$ cat src/hdl/facet_printability_classifier_core_assert.svh
// Assertion macros for the facet printability classifier core.
// Define NO_ASSERTIONS to compile them away; no other dependencies.
`ifndef FACET_PRINTABILITY_CLASSIFIER_CORE_ASSERT_SVH
`define FACET_PRINTABILITY_CLASSIFIER_CORE_ASSERT_SVH
`ifndef NO_ASSERTIONS
// Same-cycle implication.
`define FPC_ASSERT_NOW(name, clk, rst, pre, post) \
   name: assert property (@(posedge clk) disable iff (rst) (pre) |-> (post)) \
      else $error("same-cycle check failed");
// Next-cycle implication.
`define FPC_ASSERT_NEXT(name, clk, rst, pre, post) \
   name: assert property (@(posedge clk) disable iff (rst) (pre) |=> (post)) \
      else $error("next-cycle check failed");
`else
`define FPC_ASSERT_NOW(name, clk, rst, pre, post)
`define FPC_ASSERT_NEXT(name, clk, rst, pre, post)
`endif
`endif

$ cat src/hdl/fpc_pkg.sv
// Shared types, field layout and constants for the facet printability classifier.
// No dependencies; imported by every module of the block.
`default_nettype none

package fpc_pkg;

   // Field widths
   localparam int THICK_W        = 20;
   localparam int AREA_W         = 22;
   localparam int NORMAL_W       = 16;
   localparam int HEIGHT_W       = 21;
   localparam int FLAGS_W        = 4;
   localparam int DEG_W          = 8;
   localparam int CAT_IDX_W      = 2;
   localparam int CAT_FACETS_W   = 24;
   localparam int CAT_AREA_W     = 48;
   localparam int LEAN_W         = 7;
   localparam int NUM_FLAGS      = 4;
   localparam int NUM_LEAN_STEPS = 90;

   // Request tdata layout
   localparam int REQ_THICK_LSB  = 0;
   localparam int REQ_AREA_LSB   = REQ_THICK_LSB + THICK_W;
   localparam int REQ_NORMAL_LSB = REQ_AREA_LSB + AREA_W;
   localparam int REQ_TOP_LSB    = REQ_NORMAL_LSB + NORMAL_W;
   localparam int REQ_DATA_W     = 80;

   // Response tdata layout
   localparam int RSP_FLAGS_LSB      = 0;
   localparam int RSP_DEG_LSB        = RSP_FLAGS_LSB + FLAGS_W;
   localparam int RSP_CAT_IDX_LSB    = RSP_DEG_LSB + DEG_W;
   localparam int RSP_CAT_FACETS_LSB = RSP_CAT_IDX_LSB + CAT_IDX_W;
   localparam int RSP_CAT_AREA_LSB   = RSP_CAT_FACETS_LSB + CAT_FACETS_W;
   localparam int RSP_CAT_LEAN_LSB   = RSP_CAT_AREA_LSB + CAT_AREA_W;
   localparam int RSP_MESH_AREA_LSB  = RSP_CAT_LEAN_LSB + LEAN_W;
   localparam int RSP_DATA_W         = 144;

   // Configuration port
   localparam int CSR_ADDR_W = 4;
   localparam int CSR_DATA_W = 32;

   typedef enum logic [1:0] {
      CSR_THIN_CRITICAL = 2'd0,
      CSR_THIN_WARNING  = 2'd1,
      CSR_BED_BAND_TOP  = 2'd2
   } csr_index_type;

   // Flag bit positions
   localparam int FLAG_THIN_CRITICAL = 0;
   localparam int FLAG_THIN_WARNING  = 1;
   localparam int FLAG_EXTERNAL      = 2;
   localparam int FLAG_INTERNAL      = 3;

   localparam logic KIND_FACET    = 1'b0;
   localparam logic KIND_CATEGORY = 1'b1;

   localparam logic [DEG_W-1:0]     NOT_OVERHANG = 8'd255;
   localparam logic [CAT_IDX_W-1:0] CAT_FIRST    = 2'd0;
   localparam logic [CAT_IDX_W-1:0] CAT_LAST     = 2'd3;

   // ceil(32768 * sin(k - 0.5 deg)) for k = 1..90
   localparam logic [15:0] HALF_DEG_SINE [NUM_LEAN_STEPS] = '{
      16'd286,   16'd858,   16'd1430,  16'd2001,  16'd2571,
      16'd3141,  16'd3710,  16'd4278,  16'd4844,  16'd5409,
      16'd5972,  16'd6533,  16'd7093,  16'd7650,  16'd8205,
      16'd8757,  16'd9307,  16'd9854,  16'd10398, 16'd10939,
      16'd11476, 16'd12010, 16'd12540, 16'd13067, 16'd13589,
      16'd14107, 16'd14622, 16'd15131, 16'd15636, 16'd16136,
      16'd16632, 16'd17122, 16'd17607, 16'd18086, 16'd18560,
      16'd19029, 16'd19492, 16'd19948, 16'd20399, 16'd20844,
      16'd21282, 16'd21713, 16'd22138, 16'd22557, 16'd22968,
      16'd23372, 16'd23770, 16'd24160, 16'd24542, 16'd24917,
      16'd25285, 16'd25645, 16'd25997, 16'd26341, 16'd26677,
      16'd27005, 16'd27325, 16'd27637, 16'd27940, 16'd28234,
      16'd28520, 16'd28798, 16'd29066, 16'd29326, 16'd29576,
      16'd29818, 16'd30051, 16'd30274, 16'd30488, 16'd30693,
      16'd30889, 16'd31075, 16'd31252, 16'd31419, 16'd31577,
      16'd31725, 16'd31863, 16'd31992, 16'd32111, 16'd32220,
      16'd32319, 16'd32409, 16'd32488, 16'd32558, 16'd32618,
      16'd32667, 16'd32707, 16'd32737, 16'd32757, 16'd32767
   };

   typedef struct packed {
      logic [THICK_W-1:0]         thin_critical_limit;
      logic [THICK_W-1:0]         thin_warning_limit;
      logic signed [HEIGHT_W-1:0] bed_band_top;
   } cfg_type;

   typedef struct packed {
      logic                       thickness_valid;
      logic [THICK_W-1:0]         wall_thickness;
      logic [AREA_W-1:0]          facet_area;
      logic signed [NORMAL_W-1:0] normal_up;
      logic signed [HEIGHT_W-1:0] top_height;
      logic                       final_facet;
   } facet_type;

   typedef struct packed {
      logic               nonzero;
      logic [FLAGS_W-1:0] flags;
      logic [DEG_W-1:0]   degrees;
      logic [LEAN_W-1:0]  lean;
      logic [AREA_W-1:0]  area;
      logic               final_facet;
   } class_type;

   typedef struct packed {
      logic update;
      logic clear;
   } acc_ctl_type;

   typedef struct packed {
      logic [CAT_FACETS_W-1:0] facets;
      logic [CAT_AREA_W-1:0]   area;
      logic [LEAN_W-1:0]       max_lean;
      logic [CAT_AREA_W-1:0]   mesh_area;
   } cat_type;

endpackage

`default_nettype wire

$ cat src/hdl/fpc_csr.sv
// APB-style register file holding the thickness limits and bed band top.
// Depends on fpc_pkg.
`default_nettype none

module fpc_csr
   import fpc_pkg::*;
(
   input  wire logic                  clock,
   input  wire logic                  reset,
   input  wire logic                  csr_psel,
   input  wire logic                  csr_penable,
   input  wire logic                  csr_pwrite,
   input  wire logic [CSR_ADDR_W-1:0] csr_paddr,
   input  wire logic [CSR_DATA_W-1:0] csr_pwdata,
   output logic [CSR_DATA_W-1:0]      csr_prdata,
   output logic                       csr_pready,
   output cfg_type                    cfg
);

   cfg_type       cfg_ff;
   cfg_type       cfg_in;
   csr_index_type reg_idx;
   logic          write_hit;

   assign reg_idx    = csr_index_type'(csr_paddr[CSR_ADDR_W-1:2]);
   assign write_hit  = csr_psel && csr_penable && csr_pwrite && csr_pready;
   assign csr_pready = 1'b1;
   assign cfg        = cfg_ff;

   always_comb begin
      cfg_in = cfg_ff;
      if (write_hit) begin
         unique case (reg_idx)
            CSR_THIN_CRITICAL: cfg_in.thin_critical_limit = csr_pwdata[THICK_W-1:0];
            CSR_THIN_WARNING:  cfg_in.thin_warning_limit  = csr_pwdata[THICK_W-1:0];
            CSR_BED_BAND_TOP:  cfg_in.bed_band_top = $signed(csr_pwdata[HEIGHT_W-1:0]);
            default:           cfg_in = cfg_ff;
         endcase
      end
   end

   always_comb begin
      unique case (reg_idx)
         CSR_THIN_CRITICAL: csr_prdata = CSR_DATA_W'(cfg_ff.thin_critical_limit);
         CSR_THIN_WARNING:  csr_prdata = CSR_DATA_W'(cfg_ff.thin_warning_limit);
         CSR_BED_BAND_TOP:  csr_prdata = CSR_DATA_W'($unsigned(cfg_ff.bed_band_top));
         default:           csr_prdata = '0;
      endcase
   end

   always_ff @(posedge clock) begin
      if (reset) begin
         cfg_ff <= '0;
      end else begin
         cfg_ff <= cfg_in;
      end
   end

endmodule

`default_nettype wire

$ cat src/hdl/fpc_classify.sv
// Per-facet classification: thin flags, lean angle from the sine table, overhang.
// Combinational; depends on fpc_pkg.
`default_nettype none

module fpc_classify
   import fpc_pkg::*;
(
   input  wire facet_type item,
   input  wire cfg_type   cfg,
   output class_type      result
);

   logic [NORMAL_W:0]         nz_ext;
   logic [NORMAL_W:0]         mag;
   logic [NUM_LEAN_STEPS:0]   therm;
   logic [NUM_LEAN_STEPS-1:0] step_edge;
   logic [LEAN_W-1:0]         lean;
   logic                      downward;
   logic                      thin_crit;
   logic                      thin_warn;
   logic                      over_ext;
   logic                      over_int;
   logic                      nonzero;

   assign nz_ext   = {item.normal_up[NORMAL_W-1], item.normal_up};
   assign downward = item.normal_up[NORMAL_W-1];
   assign mag      = downward ? (~nz_ext + 1'b1) : nz_ext;

   // The table rises, so the compares form a thermometer; encode its top edge.
   always_comb begin
      therm[NUM_LEAN_STEPS] = 1'b0;
      for (int k = 0; k < NUM_LEAN_STEPS; k++) begin
         therm[k] = (mag >= {1'b0, HALF_DEG_SINE[k]});
      end
      for (int k = 0; k < NUM_LEAN_STEPS; k++) begin
         step_edge[k] = therm[k] && !therm[k+1];
      end
      lean = '0;
      for (int k = 0; k < NUM_LEAN_STEPS; k++) begin
         lean = lean | (step_edge[k] ? LEAN_W'(k + 1) : '0);
      end
   end

   assign nonzero   = (item.facet_area != '0);
   assign thin_crit = item.thickness_valid &&
                      (item.wall_thickness < cfg.thin_critical_limit);
   assign thin_warn = item.thickness_valid && !thin_crit &&
                      (item.wall_thickness < cfg.thin_warning_limit);
   assign over_ext  = (lean != '0) && downward &&
                      ($signed(item.top_height) > $signed(cfg.bed_band_top));
   assign over_int  = (lean != '0) && !downward;

   always_comb begin
      result             = '0;
      result.nonzero     = nonzero;
      result.lean        = lean;
      result.area        = item.facet_area;
      result.final_facet = item.final_facet;
      result.degrees     = NOT_OVERHANG;
      if (nonzero) begin
         result.flags[FLAG_THIN_CRITICAL] = thin_crit;
         result.flags[FLAG_THIN_WARNING]  = thin_warn;
         result.flags[FLAG_EXTERNAL]      = over_ext;
         result.flags[FLAG_INTERNAL]      = over_int;
         if (over_ext || over_int) begin
            result.degrees = DEG_W'(lean);
         end
      end
   end

endmodule

`default_nettype wire

$ cat src/hdl/fpc_accum.sv
// Per-flag statistics stores: saturating counts and area sums, largest lean,
// mesh area total, with category readout and clear. Depends on fpc_pkg.
`default_nettype none

module fpc_accum
   import fpc_pkg::*;
#(
   parameter int COUNT_BITS = 24,
   parameter int SUM_BITS   = 48
) (
   input  wire logic                 clock,
   input  wire logic                 reset,
   input  wire acc_ctl_type          ctl,
   input  wire class_type            item,
   input  wire logic [CAT_IDX_W-1:0] cat_idx,
   output cat_type                   cat
);

   logic [COUNT_BITS-1:0] count_ff [NUM_FLAGS];
   logic [COUNT_BITS-1:0] count_in [NUM_FLAGS];
   logic [SUM_BITS-1:0]   sum_ff   [NUM_FLAGS];
   logic [SUM_BITS-1:0]   sum_in   [NUM_FLAGS];
   logic [LEAN_W-1:0]     lean_ff  [NUM_FLAGS];
   logic [LEAN_W-1:0]     lean_in  [NUM_FLAGS];
   logic [SUM_BITS-1:0]   total_ff;
   logic [SUM_BITS-1:0]   total_in;
   logic [SUM_BITS:0]     sum_wide [NUM_FLAGS];
   logic [SUM_BITS:0]     total_wide;

   always_comb begin
      total_wide = {1'b0, total_ff} + (SUM_BITS + 1)'(item.area);
      total_in   = total_ff;
      if (ctl.clear) begin
         total_in = '0;
      end else if (ctl.update) begin
         total_in = total_wide[SUM_BITS] ? '1 : total_wide[SUM_BITS-1:0];
      end
      for (int k = 0; k < NUM_FLAGS; k++) begin
         sum_wide[k] = {1'b0, sum_ff[k]} + (SUM_BITS + 1)'(item.area);
         count_in[k] = count_ff[k];
         sum_in[k]   = sum_ff[k];
         lean_in[k]  = lean_ff[k];
         if (ctl.clear) begin
            count_in[k] = '0;
            sum_in[k]   = '0;
            lean_in[k]  = '0;
         end else if (ctl.update && item.flags[k]) begin
            if (count_ff[k] != '1) begin
               count_in[k] = count_ff[k] + 1'b1;
            end
            sum_in[k] = sum_wide[k][SUM_BITS] ? '1 : sum_wide[k][SUM_BITS-1:0];
            // Only the overhang categories track lean.
            if ((k >= FLAG_EXTERNAL) && (item.lean > lean_ff[k])) begin
               lean_in[k] = item.lean;
            end
         end
      end
   end

   always_ff @(posedge clock) begin
      if (reset) begin
         total_ff <= '0;
         for (int k = 0; k < NUM_FLAGS; k++) begin
            count_ff[k] <= '0;
            sum_ff[k]   <= '0;
            lean_ff[k]  <= '0;
         end
      end else begin
         total_ff <= total_in;
         for (int k = 0; k < NUM_FLAGS; k++) begin
            count_ff[k] <= count_in[k];
            sum_ff[k]   <= sum_in[k];
            lean_ff[k]  <= lean_in[k];
         end
      end
   end

   assign cat.facets    = CAT_FACETS_W'(count_ff[cat_idx]);
   assign cat.area      = CAT_AREA_W'(sum_ff[cat_idx]);
   assign cat.max_lean  = lean_ff[cat_idx];
   assign cat.mesh_area = CAT_AREA_W'(total_ff);

endmodule

`default_nettype wire

$ cat src/hdl/facet_printability_classifier_core.sv
// Facet printability classifier, top level.
// Throughput: one facet per cycle through input, classify and result registers
// while the result side accepts beats; a final facet adds four category beats,
// during which the request side stalls.
// Reset (synchronous, active high) clears pipeline valids, the statistics
// stores and the configuration registers.
`default_nettype none
`include "facet_printability_classifier_core_assert.svh"

module facet_printability_classifier_core
   import fpc_pkg::*;
#(
   parameter int COUNT_BITS = 24,
   parameter int SUM_BITS   = 48
) (
   input  wire logic                  clock,
   input  wire logic                  reset,
   // request channel
   input  wire logic                  req_tvalid,
   output logic                       req_tready,
   // tdata: wall_thickness[19:0], facet_area[41:20], normal_up[57:42],
   //        top_height[78:58], zero pad[79]
   input  wire logic [REQ_DATA_W-1:0] req_tdata,
   // tuser: thickness_valid
   input  wire logic                  req_tuser,
   input  wire logic                  req_tlast,
   // result channel
   output logic                       rsp_tvalid,
   input  wire logic                  rsp_tready,
   // tdata: flag_bits[3:0], overhang_degrees[11:4], category_index[13:12],
   //        category_facets[37:14], category_area[85:38],
   //        category_max_lean[92:86], mesh_area[140:93], zero pad[143:141]
   output logic [RSP_DATA_W-1:0]      rsp_tdata,
   // tuser: result_kind
   output logic                       rsp_tuser,
   output logic                       rsp_tlast,
   // configuration port
   input  wire logic                  csr_psel,
   input  wire logic                  csr_penable,
   input  wire logic                  csr_pwrite,
   input  wire logic [CSR_ADDR_W-1:0] csr_paddr,
   input  wire logic [CSR_DATA_W-1:0] csr_pwdata,
   output logic [CSR_DATA_W-1:0]      csr_prdata,
   output logic                       csr_pready
);

   cfg_type                cfg;

   // input register
   logic                   s1_valid_ff;
   logic                   s1_valid_in;
   facet_type              s1_item_ff;
   facet_type              s1_item_in;

   // classification register
   class_type              class_now;
   logic                   s2_valid_ff;
   logic                   s2_valid_in;
   class_type              s2_class_ff;
   class_type              s2_class_in;

   // category drain after a final facet
   logic                   drain_ff;
   logic                   drain_in;
   logic [CAT_IDX_W-1:0]   cat_idx_ff;
   logic [CAT_IDX_W-1:0]   cat_idx_in;
   cat_type                cat;
   acc_ctl_type            acc_ctl;

   // result register
   logic                   rsp_valid_ff;
   logic                   rsp_valid_in;
   logic                   rsp_kind_ff;
   logic                   rsp_kind_in;
   logic                   rsp_last_ff;
   logic                   rsp_last_in;
   logic [RSP_DATA_W-1:0]  rsp_data_ff;
   logic [RSP_DATA_W-1:0]  rsp_data_in;

   logic                   out_open;
   logic                   commit;
   logic                   cat_load;
   logic                   s2_open;
   logic                   s1_open;

   fpc_csr u_csr (
      .clock       (clock),
      .reset       (reset),
      .csr_psel    (csr_psel),
      .csr_penable (csr_penable),
      .csr_pwrite  (csr_pwrite),
      .csr_paddr   (csr_paddr),
      .csr_pwdata  (csr_pwdata),
      .csr_prdata  (csr_prdata),
      .csr_pready  (csr_pready),
      .cfg         (cfg)
   );

   // Handshake chain: the result register opens when empty or being drained;
   // the classified facet commits only when no category beats are pending.
   assign out_open   = !rsp_valid_ff || rsp_tready;
   assign commit     = s2_valid_ff && !drain_ff && out_open;
   assign cat_load   = drain_ff && out_open;
   assign s2_open    = !s2_valid_ff || commit;
   assign s1_open    = !s1_valid_ff || s2_open;
   assign req_tready = s1_open;

   // Stage 1: capture the request beat.
   always_comb begin
      s1_valid_in = s1_valid_ff;
      s1_item_in  = s1_item_ff;
      if (s1_open) begin
         s1_valid_in                = req_tvalid;
         s1_item_in.thickness_valid = req_tuser;
         s1_item_in.wall_thickness  = req_tdata[REQ_THICK_LSB +: THICK_W];
         s1_item_in.facet_area      = req_tdata[REQ_AREA_LSB +: AREA_W];
         s1_item_in.normal_up       = $signed(req_tdata[REQ_NORMAL_LSB +: NORMAL_W]);
         s1_item_in.top_height      = $signed(req_tdata[REQ_TOP_LSB +: HEIGHT_W]);
         s1_item_in.final_facet     = req_tlast;
      end
   end

   // Stage 2: classify the held facet.
   fpc_classify u_classify (
      .item   (s1_item_ff),
      .cfg    (cfg),
      .result (class_now)
   );

   always_comb begin
      s2_valid_in = s2_valid_ff;
      s2_class_in = s2_class_ff;
      if (s2_open) begin
         s2_valid_in = s1_valid_ff;
         s2_class_in = class_now;
      end
   end

   // Stage 3: fold the facet into the stores, or read one category out.
   assign acc_ctl.update = commit && s2_class_ff.nonzero;
   assign acc_ctl.clear  = cat_load && (cat_idx_ff == CAT_LAST);

   fpc_accum #(
      .COUNT_BITS (COUNT_BITS),
      .SUM_BITS   (SUM_BITS)
   ) u_accum (
      .clock   (clock),
      .reset   (reset),
      .ctl     (acc_ctl),
      .item    (s2_class_ff),
      .cat_idx (cat_idx_ff),
      .cat     (cat)
   );

   // Start the drain after a final facet; advance one category per open slot,
   // and drop out of the drain once the last category is loaded.
   always_comb begin
      drain_in   = drain_ff;
      cat_idx_in = cat_idx_ff;
      if (commit && s2_class_ff.final_facet) begin
         drain_in   = 1'b1;
         cat_idx_in = CAT_FIRST;
      end else if (cat_load) begin
         cat_idx_in = cat_idx_ff + 1'b1;
         if (cat_idx_ff == CAT_LAST) begin
            drain_in = 1'b0;
         end
      end
   end

   // Result register: facet beat on commit, category beat while draining.
   always_comb begin
      rsp_valid_in = rsp_valid_ff;
      rsp_kind_in  = rsp_kind_ff;
      rsp_last_in  = rsp_last_ff;
      rsp_data_in  = rsp_data_ff;
      if (out_open) begin
         rsp_valid_in = commit || cat_load;
         rsp_data_in  = '0;
         if (cat_load) begin
            rsp_kind_in = KIND_CATEGORY;
            rsp_last_in = (cat_idx_ff == CAT_LAST);
            rsp_data_in[RSP_CAT_IDX_LSB +: CAT_IDX_W]       = cat_idx_ff;
            rsp_data_in[RSP_CAT_FACETS_LSB +: CAT_FACETS_W] = cat.facets;
            rsp_data_in[RSP_CAT_AREA_LSB +: CAT_AREA_W]     = cat.area;
            rsp_data_in[RSP_CAT_LEAN_LSB +: LEAN_W]         = cat.max_lean;
            rsp_data_in[RSP_MESH_AREA_LSB +: CAT_AREA_W]    = cat.mesh_area;
         end else begin
            rsp_kind_in = KIND_FACET;
            rsp_last_in = 1'b0;
            rsp_data_in[RSP_FLAGS_LSB +: FLAGS_W] = s2_class_ff.flags;
            rsp_data_in[RSP_DEG_LSB +: DEG_W]     = s2_class_ff.degrees;
         end
      end
   end

   always_ff @(posedge clock) begin
      if (reset) begin
         s1_valid_ff  <= 1'b0;
         s2_valid_ff  <= 1'b0;
         drain_ff     <= 1'b0;
         cat_idx_ff   <= CAT_FIRST;
         rsp_valid_ff <= 1'b0;
         rsp_kind_ff  <= KIND_FACET;
         rsp_last_ff  <= 1'b0;
      end else begin
         s1_valid_ff  <= s1_valid_in;
         s2_valid_ff  <= s2_valid_in;
         drain_ff     <= drain_in;
         cat_idx_ff   <= cat_idx_in;
         rsp_valid_ff <= rsp_valid_in;
         rsp_kind_ff  <= rsp_kind_in;
         rsp_last_ff  <= rsp_last_in;
      end
   end

   // Payload registers hold without reset.
   always_ff @(posedge clock) begin
      s1_item_ff  <= s1_item_in;
      s2_class_ff <= s2_class_in;
      rsp_data_ff <= rsp_data_in;
   end

   assign rsp_tvalid = rsp_valid_ff;
   assign rsp_tdata  = rsp_data_ff;
   assign rsp_tuser  = rsp_kind_ff;
   assign rsp_tlast  = rsp_last_ff;

   // A final facet that commits opens a drain at the first category.
   `FPC_ASSERT_NEXT(a_final_opens_drain, clock, reset, commit && s2_class_ff.final_facet, drain_ff && (cat_idx_ff == CAT_FIRST))
   // Loading the last category closes the drain.
   `FPC_ASSERT_NEXT(a_last_cat_closes_drain, clock, reset, cat_load && (cat_idx_ff == CAT_LAST), !drain_ff)
   // The run end mark only rides on a category beat.
   `FPC_ASSERT_NOW(a_last_is_category, clock, reset, rsp_valid_ff && rsp_last_ff, rsp_kind_ff == KIND_CATEGORY)
   // A facet beat without overhang flags reports no overhang degree.
   `FPC_ASSERT_NOW(a_flat_degrees, clock, reset, rsp_valid_ff && (rsp_kind_ff == KIND_FACET) && !rsp_data_ff[RSP_FLAGS_LSB + FLAG_EXTERNAL] && !rsp_data_ff[RSP_FLAGS_LSB + FLAG_INTERNAL], rsp_data_ff[RSP_DEG_LSB +: DEG_W] == NOT_OVERHANG)

endmodule

`default_nettype wire
$ cat config.mk
export PLATFORM = sky130hd
export DESIGN_NAME = facet_printability_classifier_core
export DESIGN_NICKNAME = d
export VERILOG_FILES = /design/src/hdl/fpc_pkg.sv /design/src/hdl/fpc_csr.sv /design/src/hdl/fpc_classify.sv /design/src/hdl/fpc_accum.sv /design/src/hdl/facet_printability_classifier_core.sv
export VERILOG_INCLUDE_DIRS = /design/src /design/src/hdl
export SDC_FILE = /design/constraint.sdc
export NUM_CORES = 2
export LEC_CHECK = 0
export ABC_AREA = 1
export BUFFER_PORTS_ARGS = -buffer_cell sky130_fd_sc_hd__buf_4
export CAP_MARGIN = 40
export CELL_PAD_IN_SITES_DETAIL_PLACEMENT = 1
export CELL_PAD_IN_SITES_GLOBAL_PLACEMENT = 1
export CORE_ASPECT_RATIO = 1.5
export CORE_MARGIN = 8
export CORE_UTILIZATION = 45
export DETAILED_ROUTE_END_ITERATION = 16
export PLACE_DENSITY_LB_ADDON = 0.1
export SYNTH_ARGS = -nofsm -noshare
export SYNTH_HDL_FRONTEND = slang
export SYNTH_HIERARCHICAL = 1
export SYNTH_SLANG_ARGS = --single-unit
$ cat constraint.sdc
create_clock -name clock -period 9.15 [get_ports clock]
set_clock_uncertainty 0.2 [all_clocks]
set_input_delay 0.915 -clock clock [delete_from_list [all_inputs] [get_ports clock]]
set_output_delay 0.915 -clock clock [all_outputs]
set_load 0.03 [all_outputs]
==> key figures <==
Synthesis
  – Largest cells by area after synthesis: dfxtp_1 18%, edfxtp_1 17%, nand2_1 13%
  – Post-synthesis sequential area ratio: about a third
  – Synth cell types: just over 70
  – Asr flop ratio synth: 0%
  – Synthesized area per cell: approximately 6.7 um^2
  – Cells after Synth: about 7,000
  – Number of flops mapped to enable cells by yosys: 265
  – Synth area leader: dfxtp_1
  – Yosys reg bits: 684
  – Share of the synthesized area in the top cell type: roughly 18%
  – Ys flop type: dfxtp_1
  – Synth Cell Area: approximately 47,000 um^2
  – Ys Warns: 6

Cells and area
  – Area grow syn2layout: 11.4%
  – Finished Layout Cells: roughly 8,600
  – Util after Layout: 50.5%
  – Commonest non-fill, non-tap cell in the layout: nand2_1
  – Commonest cells after routing, fill and taps aside: 1,675 x nand2_1, 1,026 x nor2_1, 884 x inv_1
  – ANT cells: 0
  – Nets: approximately 7,500
  – Fraction of layout instances using a drive strength above 1: 9.54%

Timing
  – Post-Route Setup TNS: 0 ps
  – Fin crit period: between 5000 and 6000 ps
  – Max Clk Rate: 191 MHz
  – Rel. slew slack: between 30 and 40%
  – Pin slew with the least headroom to its limit: 991 ps
  – Final Hold Fails: 0
  – RSZ-0062 raised after global routing: no
  – # setup viols final: 0
  – Max-slew violations: 0
  – Final period util: between 50 and 60%

Clocking
  – Clock Latency Late Sink: roughly 680 ps
  – Hold-fix buffers, CTS: 0
  – Post-CTS sizing: 0
  – H-tree depth: 3
  – Clock sink count: ~700
  – CTS tree: built
  – Postcts setup bufs: 0
  – CTS clk-pin slew, worst paths: 70 ps
  – Clk root buf: clkbuf_16
  – Clock Path Buffers: 3
  – CTS buffer count: 74

GRT
  – Number of global-route vias before repair: ~52,000
  – Remaining global-route overflow: 0
  – All-Layer GR Usage: 32.8%
  – First-pass GRT wire length: approximately 300 mm
  – Largest net degree at the start of global routing: between 150 and 200
  – Initial antenna violation count: 2

Setup path
  – Req. time, crit path: slightly above 9000 ps
  – Worst R2R Path Depth: 16
  – Crit path DAT: ~5400 ps
  – Crit Path Max Fanout: 12
  – Crit path cell chain: inv_2, ha_1, nand2_1, nand2_1, nand2_1, nand2_1, nand2_1, nand3_1, nor2_1, o21ai_0, nand4_1, nand3_1, nor2_1, nand3_1, nor2_1, nand3_1
  – Critical-path top delay cell: edfxtp_1
  – FF-to-FF Start: s1_item_ff[22]$_DFFE_PP_
  – Setup crit start kind: flip-flop
  – CP startpoint: s1_item_ff[22]$_DFFE_PP_
  – CP Capture Type: flip-flop
  – Delay-heaviest family, CP: simple AND/OR/NAND/NOR gates
  – FF-to-FF setup slack: between 3000 and 4000 ps
  – Reg2Reg Capture Point: s2_class_ff[23]$_DFFE_PP_
  – CP bufs+invs: 1
  – Worst path max stage delay: ~700 ps
  – WS Path Type: reg -> reg
  – CP dominant cell by count: nand2_1

Placement
  – DPL Wire Length: ~150 mm
  – Placer congestion estimate: just under 1
  – Dpl cells: 8,499
  – Count of port buffers added during placement: 276

Power and ir drop
  – Total Power: 0.00823 W
  – Worst vdd ir: around 0.14 mV
  – Power Dens Cells: roughly 160 nW/um^2
  – Leakage: 23.2 nW

Flow run
  – Max-Cap Viols: 0

Detailed routing
  – First-pass DRT Iterations: 5
  – Vias: 48,400
  – Via-to-Cell Ratio: 5.61
  – Antenna Nets Post-Route: 0
  – Initial DRC Count: between 2,000 and 3,000
  – WL per Instance: between 20 and 25 um
  – Final wirelength: approximately 200 mm
  – DR DRC count: 0

Hold path
  – HP Class: in -> reg
  – Hold Path Stages: 1
  – Hold Crit Start: req_tdata[59]
  – Worst min-delay path endpoint: s1_item_ff[2]$_DFFE_PP_

Floorplanning
  – Core area: ~100,000 um^2
  – Die width: 281 um
  – Die Area: between 100,000 and 150,000 um^2
  – Core Rows: between 100 and 150
  – Die Y-Extent: roughly 410 um
  – Initial Util: between 40% and 50%
  – I/O pin count: 306

Status
  – Status: finished, final reports clean
==> worst max path at each step <==
stage,to,slack [ps],depth (start not counted)
6_report,s2_class_ff[23]$_DFFE_PP_,3920,16
5_1_grt,s2_class_ff[30]$_DFFE_PP_,3710,16
4_1_cts,s2_class_ff[33]$_DFFE_PP_,4140,15
3_5_place_dp,u_accum/sum_ff[0][46]$_SDFFE_PP0P_,3920,16
3_3_place_gp,u_accum/count_ff[2][8]$_SDFFE_PP0P_,3230,14
2_1_floorplan,s1_item_ff[0]$_DFFE_PP_,3650,4
==> report_power, final <==
| group | leakage [nW] | internal, W | total [W] | switching, W |
|---|---|---|---|---|
| Combinational | 15.7 | 0.000456 | 0.00160 | 0.00115 |
| Clock | 1.25 | 0.00182 | 0.00321 | 0.00139 |
| Sequential | 6.31 | 0.00329 | 0.00342 | 0.000131 |
| Total | 23.2 | 0.00556 | 0.00823 | 0.00267 |
==> final cells by class <==
cell class,instances,area [um^2]
Tap cell,1396,1750
Clock inverter,41,536
Sequential cell,684,16400
Timing Repair Buffer,314,2460
Fill cell,13900,51600
Inverter,935,3530
Clock buffer,96,2030
Multi-Input combinational cell,5171,26100
==> worst reg2reg max path, stage by stage, from the launching register on <==
cell and delay [ps]:
edfxtp_1 700, inv_2 280, ha_1 290, nand2_1 110, nand2_1 250, nand2_1 330
nand2_1 80, nand2_1 290, nand3_1 270, nor2_1 620, o21ai_0 590, nand4_1 330
nand3_1 120, nor2_1 100, nand3_1 100, nor2_1 190, nand3_1 130
==> metal layers <==
metal  part of all wire [%]  routed length [um]  track usage, %  vias to the layer above
met4                    7.4               14500            21.8                        0
met1                     37               71100            33.5                    23500
li1                       -                   -               -                    23100
met3                    3.7                7210            3.84                      560
met2                     52              102000            62.0                     1276
met5                      0                   0               0                        -
==> cells in the mapped netlist, types with 61 or more instances <==
| cell type | instances |
|---|---|
| clkbuf_1 | 100 |
| nand3_1 | 555 |
| inv_1 | 884 |
| xor2_1 | 61 |
| o21ai_0 | 363 |
| xnor2_1 | 79 |
| nor3_1 | 116 |
| nor2_1 | 1031 |
| edfxtp_1 | 265 |
| a21oi_1 | 511 |
| ha_1 | 189 |
| dfxtp_1 | 419 |
| nand2_1 | 1676 |
| nand4_1 | 147 |
==> flip-flops by register name, summed over array words and instances (netlist names) <==
name and cells:
u_accum/total_ff 48, u_accum/count_ff 96, s1_valid_ff 1, cat_idx_ff 2
u_csr/cfg 61, rsp_tvalid 1, u_accum/sum_ff 192, rsp_tdata 141
u_accum/lean_ff 14, rsp_tlast 1, rsp_tuser 1, s2_valid_ff 1
drain_ff 1, s2_class_ff 43, s1_item_ff 81
==> per-stage QoR <==
stage          worst slack [ps]  cell area, um^2  hold slack, ps
2_1_floorplan              3650            47400             224
3_3_place_gp               3230            50000             209
3_5_place_dp               3920            50100             232
4_1_cts                    4140            52700             154
5_1_grt                    3710            52700             179
6_report                   3920            52700             209
==> kinds of logic after synthesis <==
family	count (synthesis)	synth area share (%)
adders and majority gates	194	5.21
and+or+nand+nor	3760	34.7
xor gates and xnor gates	140	2.59
DFF	684	34.5
other	3	0.0238
AOI/OAI and AO/OA	1062	12.3
buffers and inverters	1194	10.6
No activity file was read; power rests on OpenSTA's default activity.
